`src/sv/sepm_pkg.sv`:
```
// Shared types and constants for the SHA-256 entropy pool mixer.
// Holds round constants, initial hash values, opcodes and controller command types.
package sepm_pkg;

    localparam int DIGEST_BYTES = 32;

    localparam logic OP_FEED = 1'b0;
    localparam logic OP_READ = 1'b1;

    localparam logic KIND_SALTED = 1'b0;
    localparam logic KIND_POOL   = 1'b1;

    // Message source for one compression pass
    typedef enum logic [2:0] {
        MSG_CHUNK  = 3'b001,   // chunk plus padding (32-byte message)
        MSG_V1POOL = 3'b010,   // v1 || pool, first block of a 64-byte message
        MSG_V1V2   = 3'b100    // v1 || v2, first block of a 64-byte message
    } t_msg_sel;

    // Digest destination after a pass
    typedef enum logic [2:0] {
        DST_V1   = 3'b001,
        DST_V2   = 3'b010,
        DST_POOL = 3'b100
    } t_dst_sel;

    typedef struct packed {
        logic     start;      // load working vars and schedule
        logic     use_prev;   // chain from current hash instead of IV
        logic     pad_block;  // schedule is the fixed padding block of 512 bits
        t_msg_sel msg;
        logic     finish;     // add working vars into hash
        t_dst_sel dst;        // where finished hash goes
        logic     store_dst;
    } t_cmd;

    typedef struct packed {
        logic round_done;     // round 63 executes in this cycle
    } t_status;

    function automatic logic [31:0] kround(input logic [5:0] i);
        logic [31:0] k [64];
        k = '{
            32'h428a2f98, 32'h71374491, 32'hb5c0fbcf, 32'he9b5dba5, 32'h3956c25b, 32'h59f111f1,
            32'h923f82a4, 32'hab1c5ed5, 32'hd807aa98, 32'h12835b01, 32'h243185be, 32'h550c7dc3,
            32'h72be5d74, 32'h80deb1fe, 32'h9bdc06a7, 32'hc19bf174, 32'he49b69c1, 32'hefbe4786,
            32'h0fc19dc6, 32'h240ca1cc, 32'h2de92c6f, 32'h4a7484aa, 32'h5cb0a9dc, 32'h76f988da,
            32'h983e5152, 32'ha831c66d, 32'hb00327c8, 32'hbf597fc7, 32'hc6e00bf3, 32'hd5a79147,
            32'h06ca6351, 32'h14292967, 32'h27b70a85, 32'h2e1b2138, 32'h4d2c6dfc, 32'h53380d13,
            32'h650a7354, 32'h766a0abb, 32'h81c2c92e, 32'h92722c85, 32'ha2bfe8a1, 32'ha81a664b,
            32'hc24b8b70, 32'hc76c51a3, 32'hd192e819, 32'hd6990624, 32'hf40e3585, 32'h106aa070,
            32'h19a4c116, 32'h1e376c08, 32'h2748774c, 32'h34b0bcb5, 32'h391c0cb3, 32'h4ed8aa4a,
            32'h5b9cca4f, 32'h682e6ff3, 32'h748f82ee, 32'h78a5636f, 32'h84c87814, 32'h8cc70208,
            32'h90befffa, 32'ha4506ceb, 32'hbef9a3f7, 32'hc67178f2};
        return k[i];
    endfunction

    localparam logic [255:0] HASH_INIT = {
        32'h6a09e667, 32'hbb67ae85, 32'h3c6ef372, 32'ha54ff53a,
        32'h510e527f, 32'h9b05688c, 32'h1f83d9ab, 32'h5be0cd19};

endpackage

```
`src/sv/sepm_datapath.sv`:
```
// Datapath of the entropy pool mixer: chunk store, pool, digests and one
// SHA-256 round unit with a 16-word rolling message schedule. Uses sepm_pkg.
module sepm_datapath (
    input  logic            i_clk,
    input  logic            i_rst_n,
    input  sepm_pkg::t_cmd  i_cmd,
    input  logic            i_round_en,
    input  logic            i_chunk_wr,
    input  logic [1:0]      i_chunk_idx,
    input  logic [63:0]     i_chunk_word,
    input  logic [1:0]      i_out_idx,
    input  logic            i_out_pool,
    output logic [63:0]     o_out_word,
    output sepm_pkg::t_status o_status
);

    logic [63:0]  r_chunk [4];
    logic [255:0] r_pool, r_v1, r_v2, r_hash;
    logic [31:0]  r_w [16];
    logic [31:0]  r_a, r_b, r_c, r_d, r_e, r_f, r_g, r_h;
    logic [5:0]   r_round;

    logic [255:0] chunk_bytes, pool_bytes;
    logic [511:0] blk;
    logic [255:0] hash_in;
    logic [31:0]  t1, t2, s0, s1, w_new;
    logic [255:0] hash_sum;

    // Rearrange a little-endian word group into SHA byte order (byte 0 first)
    function automatic logic [255:0] to_msg(input logic [255:0] v);
        logic [255:0] r;
        for (int k = 0; k < sepm_pkg::DIGEST_BYTES; k++) r[255-8*k -: 8] = v[8*k +: 8];
        return r;
    endfunction

    function automatic logic [31:0] rotr(input logic [31:0] x, input int n);
        return (x >> n) | (x << (32 - n));
    endfunction

    assign chunk_bytes = to_msg({r_chunk[3], r_chunk[2], r_chunk[1], r_chunk[0]});
    assign pool_bytes  = to_msg(r_pool);

    // Select the message block for this pass
    always_comb begin
        blk = '0;
        if (i_cmd.pad_block) begin
            blk = {1'b1, 501'b0, 10'd512};
        end else begin
            unique case (i_cmd.msg)
                sepm_pkg::MSG_CHUNK:  blk = {chunk_bytes, 1'b1, 245'b0, 10'd256};
                sepm_pkg::MSG_V1POOL: blk = {r_v1, pool_bytes};
                sepm_pkg::MSG_V1V2:   blk = {r_v1, r_v2};
                default:              blk = '0;
            endcase
        end
    end

    assign hash_in = i_cmd.use_prev ? r_hash : sepm_pkg::HASH_INIT;

    // One round
    always_comb begin
        s0 = rotr(r_w[1], 7) ^ rotr(r_w[1], 18) ^ (r_w[1] >> 3);
        s1 = rotr(r_w[14], 17) ^ rotr(r_w[14], 19) ^ (r_w[14] >> 10);
        w_new = r_w[0] + s0 + r_w[9] + s1;
        t1 = r_h + (rotr(r_e, 6) ^ rotr(r_e, 11) ^ rotr(r_e, 25))
           + ((r_e & r_f) ^ (~r_e & r_g)) + sepm_pkg::kround(r_round) + r_w[0];
        t2 = (rotr(r_a, 2) ^ rotr(r_a, 13) ^ rotr(r_a, 22))
           + ((r_a & r_b) ^ (r_a & r_c) ^ (r_b & r_c));
    end

    assign hash_sum = {r_hash[255:224] + r_a, r_hash[223:192] + r_b,
                       r_hash[191:160] + r_c, r_hash[159:128] + r_d,
                       r_hash[127:96] + r_e,  r_hash[95:64] + r_f,
                       r_hash[63:32] + r_g,   r_hash[31:0] + r_h};

    assign o_status.round_done = i_round_en && (r_round == 6'd63);

    // Chunk store
    always_ff @(posedge i_clk) begin
        if (i_chunk_wr) begin
            r_chunk[i_chunk_idx] <= i_chunk_word;
        end
    end

    // Round counter
    always_ff @(posedge i_clk) begin
        if (!i_rst_n) begin
            r_round <= '0;
        end else if (i_cmd.start) begin
            r_round <= '0;
        end else if (i_round_en) begin
            r_round <= r_round + 6'd1;
        end
    end

    // Working variables, schedule, hash
    always_ff @(posedge i_clk) begin
        if (i_cmd.start) begin
            r_hash <= hash_in;
            {r_a, r_b, r_c, r_d, r_e, r_f, r_g, r_h} <= hash_in;
            for (int i = 0; i < 16; i++) r_w[i] <= blk[511-32*i -: 32];
        end else if (i_round_en) begin
            {r_a, r_b, r_c, r_d} <= {t1 + t2, r_a, r_b, r_c};
            {r_e, r_f, r_g, r_h} <= {r_d + t1, r_e, r_f, r_g};
            for (int i = 0; i < 15; i++) r_w[i] <= r_w[i+1];
            r_w[15] <= w_new;
        end else if (i_cmd.finish) begin
            r_hash <= hash_sum;
        end
    end

    // Digest destinations; pool cleared by reset
    always_ff @(posedge i_clk) begin
        if (i_cmd.store_dst && i_cmd.dst == sepm_pkg::DST_V1) r_v1 <= r_hash;
        if (i_cmd.store_dst && i_cmd.dst == sepm_pkg::DST_V2) r_v2 <= r_hash;
    end

    always_ff @(posedge i_clk) begin
        if (!i_rst_n) begin
            r_pool <= '0;
        end else if (i_cmd.store_dst && i_cmd.dst == sepm_pkg::DST_POOL) begin
            r_pool <= to_msg(r_hash);
        end
    end

    // Output word: pool or chunk XOR v2 (v2 in little-endian word order)
    logic [255:0] v2_words;
    assign v2_words = to_msg(r_v2);
    assign o_out_word = i_out_pool ? r_pool[64*i_out_idx +: 64]
                                   : (r_chunk[i_out_idx] ^ v2_words[64*i_out_idx +: 64]);

endmodule

```
`src/sv/sepm_ctrl.sv`:
```
// Controller of the entropy pool mixer: sequences five compressions and
// the four-beat output run. Uses sepm_pkg command and status types.
module sepm_ctrl (
    input  logic              i_clk,
    input  logic              i_rst_n,
    input  logic              i_in_valid,
    input  logic              i_op,
    input  logic              i_final,
    output logic              o_in_ready,
    output logic              o_chunk_wr,
    output logic [1:0]        o_chunk_idx,
    output sepm_pkg::t_cmd    o_cmd,
    output logic              o_round_en,
    input  sepm_pkg::t_status i_status,
    output logic              o_out_valid,
    input  logic              i_out_ready,
    output logic [1:0]        o_out_idx,
    output logic              o_out_pool,
    output logic              o_out_final
);

    typedef enum logic [5:0] {
        S_IDLE  = 6'b000001,
        S_START = 6'b000010,
        S_ROUND = 6'b000100,
        S_FIN   = 6'b001000,
        S_STORE = 6'b010000,
        S_OUT   = 6'b100000
    } t_state;

    t_state     r_state, n_state;
    logic [1:0] r_wcnt, n_wcnt;
    logic [2:0] r_pass, n_pass;   // 0..4: v1, v2 blk0, v2 pad, pool blk0, pool pad
    logic [1:0] r_oidx, n_oidx;
    logic       r_pool_rd, n_pool_rd, r_fin, n_fin;
    logic       acc, oacc;

    assign o_in_ready = (r_state == S_IDLE);
    assign acc  = i_in_valid && o_in_ready;
    assign o_out_valid = (r_state == S_OUT);
    assign oacc = o_out_valid && i_out_ready;
    assign o_chunk_wr  = acc && (i_op == sepm_pkg::OP_FEED);
    assign o_chunk_idx = r_wcnt;
    assign o_round_en  = (r_state == S_ROUND);
    assign o_out_idx   = r_oidx;
    assign o_out_pool  = r_pool_rd;
    assign o_out_final = r_fin && (r_oidx == 2'd3);

    // Decode command for current pass
    always_comb begin
        o_cmd = '0;
        o_cmd.msg = sepm_pkg::MSG_CHUNK;
        o_cmd.dst = sepm_pkg::DST_V1;
        unique case (r_pass)
            3'd0: o_cmd.msg = sepm_pkg::MSG_CHUNK;
            3'd1: o_cmd.msg = sepm_pkg::MSG_V1POOL;
            3'd2: o_cmd.pad_block = 1'b1;
            3'd3: o_cmd.msg = sepm_pkg::MSG_V1V2;
            default: o_cmd.pad_block = 1'b1;
        endcase
        o_cmd.use_prev = (r_pass == 3'd2) || (r_pass == 3'd4);
        o_cmd.start    = (r_state == S_START);
        o_cmd.finish   = (r_state == S_FIN);
        o_cmd.store_dst = (r_state == S_STORE) && (r_pass != 3'd1) && (r_pass != 3'd3);
        if (r_pass == 3'd2) o_cmd.dst = sepm_pkg::DST_V2;
        else if (r_pass == 3'd4) o_cmd.dst = sepm_pkg::DST_POOL;
    end

    // Next state
    always_comb begin
        n_state = r_state;
        n_wcnt = r_wcnt;
        n_pass = r_pass;
        n_oidx = r_oidx;
        n_pool_rd = r_pool_rd;
        n_fin = r_fin;
        unique case (r_state)
            S_IDLE: begin
                if (acc) begin
                    n_oidx = '0;
                    if (i_op == sepm_pkg::OP_READ) begin
                        n_pool_rd = 1'b1;
                        n_fin = 1'b0;
                        n_state = S_OUT;
                    end else begin
                        n_wcnt = r_wcnt + 2'd1;
                        if (r_wcnt == 2'd3) begin
                            n_pool_rd = 1'b0;
                            n_fin = i_final;
                            n_pass = '0;
                            n_state = S_START;
                        end
                    end
                end
            end
            S_START: n_state = S_ROUND;
            S_ROUND: if (i_status.round_done) n_state = S_FIN;
            S_FIN:   n_state = S_STORE;
            S_STORE: begin
                if (r_pass == 3'd4) begin
                    n_state = S_OUT;
                end else begin
                    n_pass = r_pass + 3'd1;
                    n_state = S_START;
                end
            end
            S_OUT: begin
                if (oacc) begin
                    n_oidx = r_oidx + 2'd1;
                    if (r_oidx == 2'd3) n_state = S_IDLE;
                end
            end
            default: n_state = S_IDLE;
        endcase
    end

    always_ff @(posedge i_clk) begin
        if (!i_rst_n) begin
            r_state <= S_IDLE;
            r_wcnt <= '0;
            r_pass <= '0;
            r_oidx <= '0;
            r_pool_rd <= 1'b0;
            r_fin <= 1'b0;
        end else begin
            r_state <= n_state;
            r_wcnt <= n_wcnt;
            r_pass <= n_pass;
            r_oidx <= n_oidx;
            r_pool_rd <= n_pool_rd;
            r_fin <= n_fin;
        end
    end

endmodule

```
`src/sv/sha256_entropy_pool_mixer.sv`:
```
// SHA-256 entropy pool mixer, top level.
// Channels: s_axis accepts one 64-bit word per beat. tuser = operation,
// tlast = final_chunk. A feed beat stores the word; the fourth feed beat
// of a chunk starts the mixing. A read beat (operation 1) returns the pool.
// m_axis returns runs of four beats: tdata = data_word, tuser (low bit up) =
// word_position[1:0], result_kind, request_end; tlast = last_of_run.
// Mixing: the fourth feed word is followed by five SHA-256 compressions on
// one shared round unit, each one load, 64 rounds, add and store, after which
// the first output beat is presented. A read yields its first beat the next
// cycle. Feed words 1 to 3 are only stored, and the input stays open for the
// next word.
// The input is held off (s_axis_tready low) from acceptance of a read or of the
// fourth feed word until the last beat of a run is taken; a stalled receiver simply holds the current beat.
// Reset clears the pool to zero, the word count and the controller.
module sha256_entropy_pool_mixer (
    input  logic        i_clk,
    input  logic        i_rst_n,
    input  logic        s_axis_tvalid,
    output logic        s_axis_tready,
    input  logic [63:0] s_axis_tdata,   // random_word[63:0]
    input  logic [0:0]  s_axis_tuser,   // operation
    input  logic        s_axis_tlast,   // final_chunk
    output logic        m_axis_tvalid,
    input  logic        m_axis_tready,
    output logic [63:0] m_axis_tdata,   // data_word[63:0]
    output logic [3:0]  m_axis_tuser,   // word_position[1:0], result_kind, request_end
    output logic        m_axis_tlast
);

    sepm_pkg::t_cmd    cmd;
    sepm_pkg::t_status status;
    logic       round_en, chunk_wr, out_pool, out_final;
    logic [1:0] chunk_idx, out_idx;

    sepm_ctrl u_ctrl (
        .i_clk(i_clk), .i_rst_n(i_rst_n),
        .i_in_valid(s_axis_tvalid), .i_op(s_axis_tuser[0]), .i_final(s_axis_tlast),
        .o_in_ready(s_axis_tready), .o_chunk_wr(chunk_wr), .o_chunk_idx(chunk_idx),
        .o_cmd(cmd), .o_round_en(round_en), .i_status(status),
        .o_out_valid(m_axis_tvalid), .i_out_ready(m_axis_tready),
        .o_out_idx(out_idx), .o_out_pool(out_pool), .o_out_final(out_final)
    );

    sepm_datapath u_dp (
        .i_clk(i_clk), .i_rst_n(i_rst_n), .i_cmd(cmd), .i_round_en(round_en),
        .i_chunk_wr(chunk_wr), .i_chunk_idx(chunk_idx), .i_chunk_word(s_axis_tdata),
        .i_out_idx(out_idx), .i_out_pool(out_pool), .o_out_word(m_axis_tdata),
        .o_status(status)
    );

    assign m_axis_tuser = {out_final, out_pool, out_idx};
    assign m_axis_tlast = (out_idx == 2'd3);

    // Input and output never active together
    a_no_overlap: assert property (@(posedge i_clk) disable iff (!i_rst_n)
        !(s_axis_tready && m_axis_tvalid)) else $error("input and output both open");

    // A run ends on its last beat and then reopens the input
    a_run_end: assert property (@(posedge i_clk) disable iff (!i_rst_n)
        (m_axis_tvalid && m_axis_tready && m_axis_tlast) |=> s_axis_tready)
        else $error("input not reopened after run");

    // Request end only on the last salted beat
    a_req_end: assert property (@(posedge i_clk) disable iff (!i_rst_n)
        (m_axis_tvalid && m_axis_tuser[3]) |-> (m_axis_tlast && !m_axis_tuser[2]))
        else $error("request end misplaced");

endmodule

```
`config.mk`:
```
export PLATFORM = sky130hd
export DESIGN_NAME = sha256_entropy_pool_mixer
export DESIGN_NICKNAME = d
export VERILOG_FILES = /design/src/sv/sepm_pkg.sv /design/src/sv/sepm_datapath.sv /design/src/sv/sepm_ctrl.sv /design/src/sv/sha256_entropy_pool_mixer.sv
export SDC_FILE = /design/constraint.sdc
export NUM_CORES = 2
export LEC_CHECK = 0
export ABC_AREA = 0
export BUFFER_PORTS_ARGS = -buffer_cell sky130_fd_sc_hd__buf_2
export CAP_MARGIN = 5
export CELL_PAD_IN_SITES_DETAIL_PLACEMENT = 0
export CELL_PAD_IN_SITES_GLOBAL_PLACEMENT = 1
export CORE_UTILIZATION = 47
export CTS_CLUSTER_DIAMETER = 150
export DETAILED_ROUTE_END_ITERATION = 8
export PLACE_DENSITY = 0.77
export SETUP_SLACK_MARGIN = 0.4
export SYNTH_ARGS = -nofsm -noshare
export SYNTH_HDL_FRONTEND = slang
export SYNTH_HIERARCHICAL = 1
export SYNTH_SLANG_ARGS = --single-unit
```
`constraint.sdc`:
```
create_clock -name i_clk -period 27.7 [get_ports i_clk]
set_clock_uncertainty 0.15 [all_clocks]
set_input_delay 6.925 -clock i_clk [delete_from_list [all_inputs] [get_ports i_clk]]
set_output_delay 6.925 -clock i_clk [all_outputs]
set_load 0.1 [all_outputs]
```
==> flow_metrics.env <==
export IMPL_status="finished, violations left"
export IMPL_violations="design-rule violations"
export IMPL_cts_tree="yes"
export IMPL_dpl_cell_area_sq_um=117000
export IMPL_timing_hold_worst_class="reg -> reg"
export IMPL_finalWirelength_mm=446
export IMPL_r2r_setup_slack_ps=17470
export IMPL_skew_pair_late_insertion_delay_ps=930
export IMPL_cp_startpoint="u_ctrl/o_out_idx[0]"
export IMPL_portBuffers=140
export IMPL_post_synth_num_cell_types=102
export IMPL_row_count=179
export IMPL_yosysSeqAreaShare_pct=52.6
export IMPL_period_minus_slack_ps=12360
export IMPL_antenna_found_initial=62
export IMPL_flow_area_growth_from_synthesis_pct=10.6
export IMPL_post_synth_main_area_contributors="sky130_fd_sc_hd__edfxtp_1 (48%), sky130_fd_sc_hd__dfxtp_1 (4.9%), sky130_fd_sc_hd__xnor2_1 (4.8%)"
export IMPL_synth_largest_area_cell="sky130_fd_sc_hd__edfxtp_1"
export IMPL_post_cts_repair_setup_buffers=0
export IMPL_clk_pin_slew_ps=60
export IMPL_initial_core_util_pct=47.3
export IMPL_vias_cell=6.47
export IMPL_slew_headroom_pct=7.84
export IMPL_drc_errors_left=31
export IMPL_synth_top_family_by_area="compound AO/OA/AOI/OAI gates"
export IMPL_total_standard_cell_area_after_synthesis_sq_um=113000
export IMPL_final_layout_size_suffix_gt1_share_pct=8.74
export IMPL_wl_per_cell_um=33.4
export IMPL_cts_inserted_buffers=221
export IMPL_synth_async_reset_ratio_pct=0
export IMPL_synthAdderAreaFrac_pct=8.01
export IMPL_synth_compound_area_share_pct=18.4
export IMPL_drt_first_pass_iters=9
export IMPL_drtAntennaViolNets=0
export IMPL_grt_first_pass_wirelength_mm=623
export IMPL_cts_hold_buffers_added=0
export IMPL_finalWeightedCongestion=1.05
export IMPL_cellLeakagePower_nw=42.9
export IMPL_clock_tree_root_cell="sky130_fd_sc_hd__clkbuf_16"
export IMPL_ir_worst_vdd_mv=0.244
export IMPL_crit_path_start_kind="flop"
export IMPL_clock_tree_buffer_depth=3
export IMPL_worst_margin_pin_slew_ps=1370
export IMPL_timing_critical_path_to_type="primary output"
export IMPL_power_per_cell_area_nw_per_um2=107
export IMPL_cts_num_sinks=2069
export IMPL_die_height_um=492
export IMPL_die_area_sq_um=242000
export IMPL_timing_rr_start="u_dp/r_round[1]"
export IMPL_grt_total_usage_pct=36.2
export IMPL_final_design_area_no_fill_sq_um=125000
export IMPL_grt_max_degree=160
export IMPL_critPathArrivalTime_ps=5280
export IMPL_synth_simple_gate_area_share_pct=8.14
export IMPL_dp_final_hpwl_mm=321
export IMPL_die_width_um=492
export IMPL_number_of_synthesized_flops_with_an_enable_pin=1792
export IMPL_finalSetupViolations=0
export IMPL_routed_via_count=86400
export IMPL_post_cts_resized_instances=0
export IMPL_setup_tns_final_ps=0
export IMPL_period_share_pct=44.6
export IMPL_final_nets=10600
export IMPL_yosys_area_share_xor_xnor_pct=6.29
export IMPL_max_freq_mhz=80.9
export IMPL_synth_avg_cell_area_sq_um=11.3
export IMPL_drv_slew=0
export IMPL_synthDominantCellAreaShare_pct=47.7
export IMPL_iteration_0_drc_count_of_the_detailed_router=11300
export IMPL_synthMostInstantiatedCell="sky130_fd_sc_hd__edfxtp_1"
export IMPL_core_region_area_sq_um=238000
export IMPL_hold_path_startpoint="u_dp/r_pool[181]"
export IMPL_num_io_pins=141
export IMPL_grt_ovfl_total=0
export IMPL_setup_worst_path_class="reg -> out"
export IMPL_synthMuxAreaShare_pct=3.01
export IMPL_yosysWarningCount=6
export IMPL_crit_fanout=29
export IMPL_grt_pass1_vias=82000
export IMPL_rsz0062_at_grt="false"
export IMPL_synth_top_cells_by_count="sky130_fd_sc_hd__edfxtp_1 (1,792), sky130_fd_sc_hd__nand2_1 (1,292), sky130_fd_sc_hd__o21ai_0 (1,041)"
export IMPL_critical_path_required_ps=20630
export IMPL_postSynthNetCount=10700
export IMPL_h_tree_levels=4
export IMPL_report_final_hold_viol_count=0
export IMPL_synth_seq_cells=2069
export IMPL_top_ff_cell_synth="sky130_fd_sc_hd__edfxtp_1"
export IMPL_drv_max_cap_violation_count=0
export IMPL_post_synth_inst_count=10000
-- flip-flops by register name, summed over array words and instances, names as in the netlist --
register,cells
u_ctrl/o_chunk_idx,2
u_ctrl/o_out_idx,2
u_ctrl/o_out_pool,1
u_ctrl/r_fin,1
u_ctrl/r_pass,3
u_ctrl/r_state,6
u_dp/r_a,32
u_dp/r_b,32
u_dp/r_c,32
u_dp/r_chunk,256
u_dp/r_d,32
u_dp/r_e,32
u_dp/r_f,32
u_dp/r_g,32
u_dp/r_h,32
u_dp/r_hash,256
u_dp/r_pool,256
u_dp/r_round,6
u_dp/r_v1,256
u_dp/r_v2,256
u_dp/r_w,512
-- placed cells by master, fill, tap and decap left out, types with 61 or more instances in the layout --
cell / Yosys / layout
sky130_fd_sc_hd__ha_1: 401 / 401
sky130_fd_sc_hd__nor2_1: 340 / 334
sky130_fd_sc_hd__a21oi_1: 435 / 434
sky130_fd_sc_hd__o21ai_0: 1041 / 1036
sky130_fd_sc_hd__nand2_1: 1292 / 1289
sky130_fd_sc_hd__nand3_1: 92 / 91
sky130_fd_sc_hd__xor2_1: 190 / 190
sky130_fd_sc_hd__nor3_1: 77 / 77
sky130_fd_sc_hd__buf_2: 2 / 139
sky130_fd_sc_hd__buf_4: 2 / 147
sky130_fd_sc_hd__edfxtp_1: 1792 / 1792
sky130_fd_sc_hd__xnor2_1: 617 / 617
sky130_fd_sc_hd__dfxtp_1: 277 / 270
sky130_fd_sc_hd__clkbuf_16: 0 / 225
sky130_fd_sc_hd__o2bb2ai_1: 165 / 165
sky130_fd_sc_hd__mux4_2: 134 / 134
sky130_fd_sc_hd__a21o_1: 178 / 178
sky130_fd_sc_hd__inv_1: 474 / 473
sky130_fd_sc_hd__a22oi_1: 519 / 519
sky130_fd_sc_hd__o22a_1: 70 / 70
sky130_fd_sc_hd__nand2b_1: 62 / 61
sky130_fd_sc_hd__a21boi_0: 266 / 266
sky130_fd_sc_hd__fa_1: 195 / 195
sky130_fd_sc_hd__o21a_1: 62 / 62
-- layout make-up --
type	count	area (sq um)
well taps	3167	3960
diodes	26	65.1
fillers	20800	114000
inverters	476	1800
flip-flops and latches	2069	59400
clock inverters	132	1790
multi-input cells	6902	49600
repair buffers	295	1970
clock buffers	288	6110
-- per-layer routing --
metal / global-route usage, % / wire (um) / vias up
met3: 8.71 / 47000 / 946
met1: 46.0 / 168000 / 43500
li1: - / - / 37000
met4: 26.1 / 37700 / 24
met5: 0 / 163 / -
met2: 54.1 / 194000 / 4937
-- worst max-delay path, stage by stage (launching register included) --
cell and delay [ps]:
sky130_fd_sc_hd__dfxtp_4 690, sky130_fd_sc_hd__buf_4 750, sky130_fd_sc_hd__buf_4 640, sky130_fd_sc_hd__mux4_2 570, sky130_fd_sc_hd__o21ai_0 1060, sky130_fd_sc_hd__buf_2 600
-- cells by family after synthesis --
| logic type | count (synthesis) |
|---|---|
| compound gates | 3186 |
| xor+xnor | 808 |
| fa+ha+maj | 607 |
| buf+inv | 1051 |
| flops | 2069 |
| mux | 171 |
| simple gates | 2130 |
-- metrics by stage --
step                      power [mW]  utilization [%]  std cells  hold slack [ps]  worst slack [ps]
after floorplan                 8.33                -      10000              300               839
after global placement          9.97             49.0      12900              315             16100
after detailed placement        10.1             49.0      12900              325             16240
after CTS                       13.3             52.3      13300              333             15280
after global routing            14.1             52.3      13300              353             15230
final                           13.3             52.3      13400              333             15340
-- power by group --
group | total [mW] | switching (mW) | internal (mW)
clock | 3.19 | 1.34 | 1.85
sequential | 3.90 | 0.136 | 3.76
combinational | 6.22 | 3.85 | 2.37
-- worst paths after layout --
kind,end,depth (start not counted)
max,m_axis_tdata[33],5
min,u_dp/r_pool[181],2
max reg2reg,u_dp/r_a[31],34
min reg2reg,u_dp/r_pool[181],2
Power figures use the tool's default switching activity.
